### config.mk
export PLATFORM = sky130hd
export DESIGN_NAME = uvs_div
export DESIGN_NICKNAME = d
export VERILOG_FILES = /design/src/sv/uvs_pkg.sv /design/src/sv/uvs_div.sv
export SDC_FILE = /design/constraint.sdc
export NUM_CORES = 2
export LEC_CHECK = 0
export BUFFER_PORTS_ARGS = -buffer_cell sky130_fd_sc_hd__buf_2
export CAP_MARGIN = 10
export CORE_MARGIN = 2
export CORE_UTILIZATION = 63
export DETAILED_ROUTE_END_ITERATION = 12
export PLACE_DENSITY = 0.89
export SLEW_MARGIN = 10
export SYNTH_ARGS = -nofsm -noshare
export SYNTH_HDL_FRONTEND = slang
export SYNTH_SLANG_ARGS = --single-unit
### constraint.sdc
create_clock -name clk -period 4.62 [get_ports clk]
set_clock_uncertainty 0.15 [all_clocks]
set_input_delay 0.462 -clock clk [delete_from_list [all_inputs] [get_ports clk]]
set_output_delay 0.462 -clock clk [all_outputs]
set_load 0.01 [all_outputs]
### src/sv/uvs_pkg.sv
package uvs_pkg;

  localparam int MAX_DIVISIONS_DEF = 128;
  localparam int NORMAL_BITS_DEF   = 16;

  localparam int GRID_W   = 8;
  localparam int CFG_W    = 23;
  localparam int CIDX_W   = 3;
  localparam int RADIUS_W = 23;
  localparam int LONEXT_W = 17;
  localparam int LATEXT_W = 16;
  localparam int TEX_W    = 17;
  localparam int POS_W    = 24;
  localparam int IDX_W    = 15;

  localparam logic [CIDX_W-1:0] REG_ROW_COUNT        = 3'd0;
  localparam logic [CIDX_W-1:0] REG_COLUMN_COUNT     = 3'd1;
  localparam logic [CIDX_W-1:0] REG_SPHERE_RADIUS    = 3'd2;
  localparam logic [CIDX_W-1:0] REG_LONGITUDE_EXTENT = 3'd3;
  localparam logic [CIDX_W-1:0] REG_LATITUDE_EXTENT  = 3'd4;

  localparam logic KIND_VERTEX = 1'b0;
  localparam logic KIND_QUAD   = 1'b1;

  localparam logic [GRID_W-1:0]   ROWS_RST   = 8'd30;
  localparam logic [GRID_W-1:0]   COLS_RST   = 8'd30;
  localparam logic [RADIUS_W-1:0] RADIUS_RST = 23'd65536;
  localparam logic [LONEXT_W-1:0] LONEXT_RST = 17'd92160;
  localparam logic [LATEXT_W-1:0] LATEXT_RST = 16'd46080;

  localparam logic [GRID_W-1:0]   DIV_MIN    = 8'd3;
  localparam logic [RADIUS_W-1:0] RADIUS_MIN = 23'd66;
  localparam logic [RADIUS_W-1:0] RADIUS_MAX = 23'd6553600;
  localparam logic [LONEXT_W-1:0] LONEXT_MIN = 17'd256;
  localparam logic [LONEXT_W-1:0] LONEXT_MAX = 17'd92160;
  localparam logic [LATEXT_W-1:0] LATEXT_MIN = 16'd256;
  localparam logic [LATEXT_W-1:0] LATEXT_MAX = 16'd46080;

  // divider lanes
  localparam int DIV_LANES = 4;
  localparam int LANE_LON  = 0;
  localparam int LANE_U    = 1;
  localparam int LANE_LAT  = 2;
  localparam int LANE_V    = 3;
  localparam int NUM_W     = 25;
  localparam int DEN_W     = 8;
  localparam int QUO_W     = 17;

  // cordic lanes
  localparam int CORDIC_LANES = 2;
  localparam int CL_LAT       = 0;
  localparam int CL_LON       = 1;
  localparam int CORDIC_STEPS = 16;
  localparam int ZW           = 25;
  localparam int XW           = 34;
  localparam int ANG_W        = 27;
  localparam int UNIT_W       = 32;
  localparam int PROD_W       = 56;

  localparam logic signed [XW-1:0]    CORDIC_GAIN = 34'sd652032874;
  localparam logic signed [XW-1:0]    ONE_Q30     = 34'sd1073741824;
  localparam logic signed [ANG_W-1:0] DEG90       = 27'sd5898240;
  localparam logic signed [ANG_W-1:0] DEG180      = 27'sd11796480;
  localparam logic signed [ANG_W-1:0] DEG360      = 27'sd23592960;
  localparam logic signed [PROD_W-1:0] POS_HALF   = 56'sd536870912;
  localparam logic signed [PROD_W-1:0] POS_LIMIT  = 56'sd6553600;

  typedef struct packed {
    logic vld;
    logic en;
  } pipe_ctl_t;

  typedef struct packed {
    logic              kind;
    logic [GRID_W-1:0] row;
    logic [GRID_W-1:0] col;
  } div_tag_t;

  typedef struct packed {
    div_tag_t         grid;
    logic [TEX_W-1:0] tex_u;
    logic [TEX_W-1:0] tex_v;
    logic             flip_lat;
    logic             flip_lon;
  } cordic_tag_t;

  typedef struct packed {
    logic signed [ZW-1:0] z;
    logic                 flip;
  } angle_t;

  function automatic logic signed [ZW-1:0] atan_deg16(int i);
    logic signed [ZW-1:0] r;
    case (i)
      0:       r = 25'sd2949120;
      1:       r = 25'sd1740968;
      2:       r = 25'sd919879;
      3:       r = 25'sd466945;
      4:       r = 25'sd234379;
      5:       r = 25'sd117302;
      6:       r = 25'sd58666;
      7:       r = 25'sd29335;
      8:       r = 25'sd14668;
      9:       r = 25'sd7334;
      10:      r = 25'sd3667;
      11:      r = 25'sd1833;
      12:      r = 25'sd917;
      13:      r = 25'sd458;
      14:      r = 25'sd229;
      15:      r = 25'sd115;
      default: r = '0;
    endcase
    return r;
  endfunction

  // wrap to the half turn, fold into the right half plane
  function automatic angle_t reduce_angle(logic signed [ANG_W-1:0] a);
    logic signed [ANG_W-1:0] t;
    angle_t r;
    t = a;
    if (t > DEG180) begin
      t = t - DEG360;
    end else if (t <= -DEG180) begin
      t = t + DEG360;
    end
    r.flip = 1'b0;
    if (t > DEG90) begin
      t = t - DEG180;
      r.flip = 1'b1;
    end else if (t < -DEG90) begin
      t = t + DEG180;
      r.flip = 1'b1;
    end
    r.z = t[ZW-1:0];
    return r;
  endfunction

  function automatic logic signed [UNIT_W-1:0] sat_unit(logic signed [XW-1:0] v, logic flip);
    logic signed [XW-1:0] t;
    t = v;
    if (t > ONE_Q30) begin
      t = ONE_Q30;
    end else if (t < -ONE_Q30) begin
      t = -ONE_Q30;
    end
    if (flip) begin
      t = -t;
    end
    return t[UNIT_W-1:0];
  endfunction

  function automatic logic signed [POS_W-1:0] to_pos(logic signed [PROD_W-1:0] p);
    logic signed [PROD_W-1:0] t;
    t = (p + POS_HALF) >>> 30;
    if (t > POS_LIMIT) begin
      t = POS_LIMIT;
    end else if (t < -POS_LIMIT) begin
      t = -POS_LIMIT;
    end
    return t[POS_W-1:0];
  endfunction

endpackage

### src/sv/uvs_div.sv
module uvs_div #(
  parameter int TAG_W = 17
) (
  input  logic                                              clk,
  input  logic                                              rst,
  input  uvs_pkg::pipe_ctl_t                                ctl,
  input  logic [uvs_pkg::DIV_LANES-1:0][uvs_pkg::NUM_W-1:0] num,
  input  logic [uvs_pkg::DIV_LANES-1:0][uvs_pkg::DEN_W-1:0] den,
  input  logic [TAG_W-1:0]                                  tag_in,
  output logic                                              out_vld,
  output logic [uvs_pkg::DIV_LANES-1:0][uvs_pkg::QUO_W-1:0] quo,
  output logic [TAG_W-1:0]                                  tag_out
);
  import uvs_pkg::*;

  logic                                vld_r [QUO_W];
  logic [DIV_LANES-1:0][NUM_W-1:0] rem_r [QUO_W];
  logic [DIV_LANES-1:0][QUO_W-1:0] quo_r [QUO_W];
  logic [TAG_W-1:0]                    tag_r [QUO_W];

  // one quotient bit per stage, msb first
  for (genvar s = 0; s < QUO_W; s++) begin : g_stage
    localparam int B = QUO_W - 1 - s;
    logic                            vld_i;
    logic [DIV_LANES-1:0][NUM_W-1:0] rem_i;
    logic [DIV_LANES-1:0][QUO_W-1:0] quo_i;
    logic [TAG_W-1:0]                tag_i;
    logic [DIV_LANES-1:0][NUM_W-1:0] rem_next;
    logic [DIV_LANES-1:0][QUO_W-1:0] quo_next;

    if (s == 0) begin : g_first
      assign vld_i = ctl.vld;
      assign rem_i = num;
      assign quo_i = '0;
      assign tag_i = tag_in;
    end else begin : g_next
      assign vld_i = vld_r[s-1];
      assign rem_i = rem_r[s-1];
      assign quo_i = quo_r[s-1];
      assign tag_i = tag_r[s-1];
    end

    always_comb begin
      logic [NUM_W-1:0] sh;
      for (int l = 0; l < DIV_LANES; l++) begin
        sh = NUM_W'(den[l]) << B;
        if (rem_i[l] >= sh) begin
          rem_next[l] = rem_i[l] - sh;
          quo_next[l] = quo_i[l] | (QUO_W'(1) << B);
        end else begin
          rem_next[l] = rem_i[l];
          quo_next[l] = quo_i[l];
        end
      end
    end

    always_ff @(posedge clk) begin
      if (rst) begin
        vld_r[s] <= 1'b0;
      end else if (ctl.en) begin
        vld_r[s] <= vld_i;
      end
    end

    always_ff @(posedge clk) begin
      if (ctl.en) begin
        rem_r[s] <= rem_next;
        quo_r[s] <= quo_next;
        tag_r[s] <= tag_i;
      end
    end
  end

  assign out_vld = vld_r[QUO_W-1];
  assign quo     = quo_r[QUO_W-1];
  assign tag_out = tag_r[QUO_W-1];

endmodule

Word level (Yosys, flattened, before mapping) --
Memories as Yosys holds them, arrays and structs flattened. Cells that the tools add are included.
Cells by class: add/subtract/negate cells 68, magnitude comparators 68, multiplexer cells 159, bitwise logic cells 17
Operators with widths (count):
- $mux W25 | 68
- $ge A25 B10 Y1 | 4
- $ge A25 B11 Y1 | 4
- $ge A25 B12 Y1 | 4
- $ge A25 B13 Y1 | 4
- $ge A25 B14 Y1 | 4
- $ge A25 B15 Y1 | 4
- $ge A25 B16 Y1 | 4
- $ge A25 B17 Y1 | 4
- $ge A25 B18 Y1 | 4
- $ge A25 B19 Y1 | 4
- $ge A25 B20 Y1 | 4
- $ge A25 B21 Y1 | 4
- $ge A25 B22 Y1 | 4
- $ge A25 B23 Y1 | 4
- $ge A25 B24 Y1 | 4
- $ge A25 B8 Y1 | 4
- $ge A25 B9 Y1 | 4
- $sub A25 B10 Y25 | 4
- $sub A25 B11 Y25 | 4
- $sub A25 B12 Y25 | 4
- $sub A25 B13 Y25 | 4
- $sub A25 B14 Y25 | 4
- $sub A25 B15 Y25 | 4
- other kinds (29) | 152
Word-level totals: flip-flop bits (word level) 0, bits in writable memories 3162, input port bits 153, output and inout port bits 86, word-level logic and storage cells 316, memories 4
Memory list:
- rem_r | words 17, bits a word 100, rd ports 16, clocked after Yosys merged registers in 0, wr ports 17, line uvs_div.sv:17 | logic [DIV_LANES-1:0][NUM_W-1:0] rem_r [QUO_W];
- quo_r | words 17, bits a word 68, rd ports 17, clocked after Yosys merged registers in 0, wr ports 17, line uvs_div.sv:18 | logic [DIV_LANES-1:0][QUO_W-1:0] quo_r [QUO_W];
- tag_r | words 17, bits a word 17, rd ports 17, clocked after Yosys merged registers in 0, wr ports 17, line uvs_div.sv:19 | logic [TAG_W-1:0] tag_r [QUO_W];
- vld_r | words 17, bits a word 1, rd ports 17, clocked after Yosys merged registers in 0, wr ports 17, line uvs_div.sv:16 | logic vld_r [QUO_W];

Longest topological paths before layout --
depth in word-level cells 4, mapped depth 13

Worst setup path before layout --
OpenSTA, ideal clock, no wires.
kind input-to-reg, start input port den[9] (netlist name), end memory rem_r[0][1137] (netlist name), data pin, library setup time 0.269 ns, data arrival time 3.052 ns, setup slack 1.148 ns, stages 10, path buffers 2, cells stage by stage inv_1 fa_1 a211oi_1 o21bai_1 a31o_2 a2111oi_0 and2_1 clkbuf_1 clkbuf_1 o21ai_0
RTL lines:
- from (decl) | line uvs_div.sv:8 | input logic [uvs_pkg::DIV_LANES-1:0][uvs_pkg::DEN_W-1:0] den,
- to (decl) | line uvs_div.sv:17

==> impl_metrics.py <==
metrics = {
    "clocking": {
        "cts_tree": "yes",
        "clkSinkCount": 2518,
        "cts.repair.resized": 0,
        "worstSkewPairLatency_ps": 890,
        "cts_buffers": 240,
        "ctsLongestPathBuffers": 3,
        "clkTransAtPathRegs_ps": 60,
        "htreeDepth": 4,
        "clockRootBuffer": "clkbuf_16",
    },
    "place": {
        "io_buffers": 238,
        "post_dp_cell_area_sq_um": 122000,
        "place.gp.congestion": 0.938,
        "dp_hpwl_mm": 161,
        "placed_cells": 11300,
    },
    "die": {
        "row_count": 157,
        "boundaryPins": 239,
        "die_h_um": 434,
        "die_x_um": 434,
        "initial_utilization": 0.635,
        "coreArea_sq_um": 184000,
        "fp.dieArea_sq_um": 189000,
    },
    "logic_synthesis": {
        "yosys_warnings": 0,
        "avgSynthCellArea_sq_um": 13.7,
        "syn_inst": 8530,
        "synth.cell_area_sq_um": 117000,
        "synth_edf_count": 2518,
        "ys_seq_area_frac": 0.648,
        "ys_ff_latch": 2518,
        "synthArstFlopShare": 0,
        "synth_cell_types": 93,
        "yosys_most_used_dff": "edfxtp_1",
        "syn-num-nets": 9291,
    },
    "routing": {
        "vias_per_cell": 6.10,
        "ant_nets": 0,
        "drt_iter0_drc": 7646,
        "routedWlPerCell_um": 20.0,
        "drt_first_pass_iters": 6,
        "postRouteWirelength_mm": 237,
        "drc": 0,
        "routed-via-count": 72300,
    },
    "sta": {
        "grt_setup_unrepaired": "no",
        "slew_headroom": 0.283,
        "period_share": 0.789,
        "hold_viol": 0,
        "setup_tns_ps": 0,
        "fmax_mhz": 274,
        "drv_slew": 0,
        "worstMarginPinSlew_ps": 1070,
        "setup_viol": 0,
        "fin_crit_ps": 3640,
    },
    "worst_setup_path": {
        "path_common_cell": "inv_1",
        "critPathArrivalTime_ps": 4130,
        "startpoint_type": "flip-flop",
        "r2r-end": "rem_r[0][762]",
        "required_ps": 5100,
        "crit_path_max_incr_delay_ps": 550,
        "rrSetupSlack_ps": 980,
        "crit_type": "reg2reg",
        "worstPathMaxFanout": 18,
        "r2r-start": "rem_r[0][659]",
        "cp_slowest_cell": "nand3_1",
        "worst-r2r-cell-count": 10,
        "path_cells": "inv_1 > ha_1 > inv_1 > fa_1 > a21oi_1 > o21ai_0 > a2111o_1 > nand2_1 > nand3_1 > mux2_2",
        "crit_path_end_kind": "flip-flop",
    },
    "power_and_ir_drop": {
        "ir_drop_mv": 0.383,
        "p_total_mw": 66.9,
        "leakage_nw": 47.1,
        "cellPowerDensity_nw_per_um2": 508,
    },
    "min_path": {
        "holdCritStartpoint": "rst",
        "worstHoldPathCells": 3,
        "worst_hold_path.endpoint": "vld_r[12]",
        "hp-class": "in2reg",
    },
    "global_route": {
        "first_global_vias": 72800,
        "grtUsageTotal": 0.250,
        "grt_max_degree": 150,
        "antenna_found_initial": 4,
        "grt_overflow": 0,
        "grt_pass1_wl_mm": 376,
    },
    "layout": {
        "layout-drive-gt1-share": 0.107,
        "ff_latch_area_sq_um": 75600,
        "final_core_util": 0.717,
        "mostFrequentLayoutCells": "2,518 x edfxtp_1, 585 x nor2_1, 551 x nand2_1, 544 x ha_1, 488 x o21ai_0",
        "multiInputGateArea_sq_um": 39600,
        "area_growth_pct": 12.8,
        "num-nets-final": 9949,
        "layout_commonest_cell": "edfxtp_1",
        "n_fill_cell": 11100,
        "instances_no_fill": 11900,
        "fin_area_sq_um": 132000,
    },
    "outcome": {
        "outcome": "finished, final reports clean",
    },
    "run": {
        "maxCapViolations": 0,
    },
}
-- flip-flops by register name, indices dropped and copies added (netlist names) --
register  count
quo_r       612
rem_r      1600
tag_r       289
vld_r        17
-- cells by family after synthesis --
logic type	after synthesis	share of synthesized area
buffers and inverters	390	0.0129
adder cells (fa/ha/maj)	608	0.0693
multiplexers	168	0.0161
flip-flops	2518	0.648
XOR/XNOR	750	0.0563
AND/OR/NAND/NOR	2647	0.120
AO/OA/AOI/OAI	1449	0.0773
-- worst max-delay path by stage --
stage,endpoint,from,slack [ps],cells after the start
after CTS,rem_r[0][762],rem_r[0][659],1060,10
final,rem_r[0][762],rem_r[0][659],980,10
after detailed placement,rem_r[0][645],den[15],520,10
after global placement,rem_r[0][640],den[15],590,9
after global routing,rem_r[0][762],rem_r[0][659],800,10
after floorplan,rem_r[0][1137],den[9],1150,10
-- metrics by stage --
step                      setup WS (ps)  hold WS [ps]
after CTS                          1060          20.1
after global placement              590           250
after global routing                799          96.9
final                               975           103
after detailed placement            521           255
after floorplan                    1150           250
-- synth_stat cells, types with 87 or more instances --
library cell  number  area (sq um)
a21o_1           105           788
nor2b_1          153           957
o21ai_0          488          2440
o21a_1           101           758
inv_1            277          1040
nor2_1           585          2200
xor2_1           366          3210
a21oi_1          375          1880
mux2_2           115          1290
nand2b_1         157           982
nor3_1           258          1290
or3_1            106           663
nor4_1           212          1330
nand3_1           99           495
or4_1             87           653
ha_1             544          6810
xnor2_1          384          3360
edfxtp_1        2518         75600
nand2_1          551          2070
-- area by class of cell --
| type | count | area share |
|---|---|---|
| sequential | 2518 | 0.574 |
| multi-input combinational | 5622 | 0.301 |
| clock buffer | 272 | 0.0468 |
| timing repair buffer | 521 | 0.0297 |
| tap | 2464 | 0.0234 |
| clock inverter | 181 | 0.0169 |
| inverter | 285 | 0.00812 |
| antenna | 2 | 0.0000380 |
-- critical path, delay by kind of cell, from the launching register on --
kind | cells | cell delay (ps)
flops | 1 | 390
simple gates | 2 | 740
fa+ha+maj | 2 | 580
buf+inv | 2 | 150
compound gates | 3 | 870
mux | 1 | 510
-- layer usage --
layer	vias up	global-route usage	wire length, um
met4	0	0.109	10100
li1	33900	-	-
met2	3013	0.441	121000
met3	757	0.0359	13800
met5	-	0	0
met1	34700	0.308	92500
-- repair_timing --
item / 4_1_cts / 5_1_grt
hold buffers: 122 / 0
hold endpoints to repair: 190 / 0
buffers inserted: 0 / 0
-- power breakdown --
part | switching [mW] | leakage, nW | total, mW | internal, mW
registers | 2.50 | 24.1 | 32.3 | 29.8
logic | 7.72 | 19.0 | 14.0 | 6.25
clock network | 8.55 | 4.05 | 20.6 | 12.1
(Power assumes the default switching activity.)
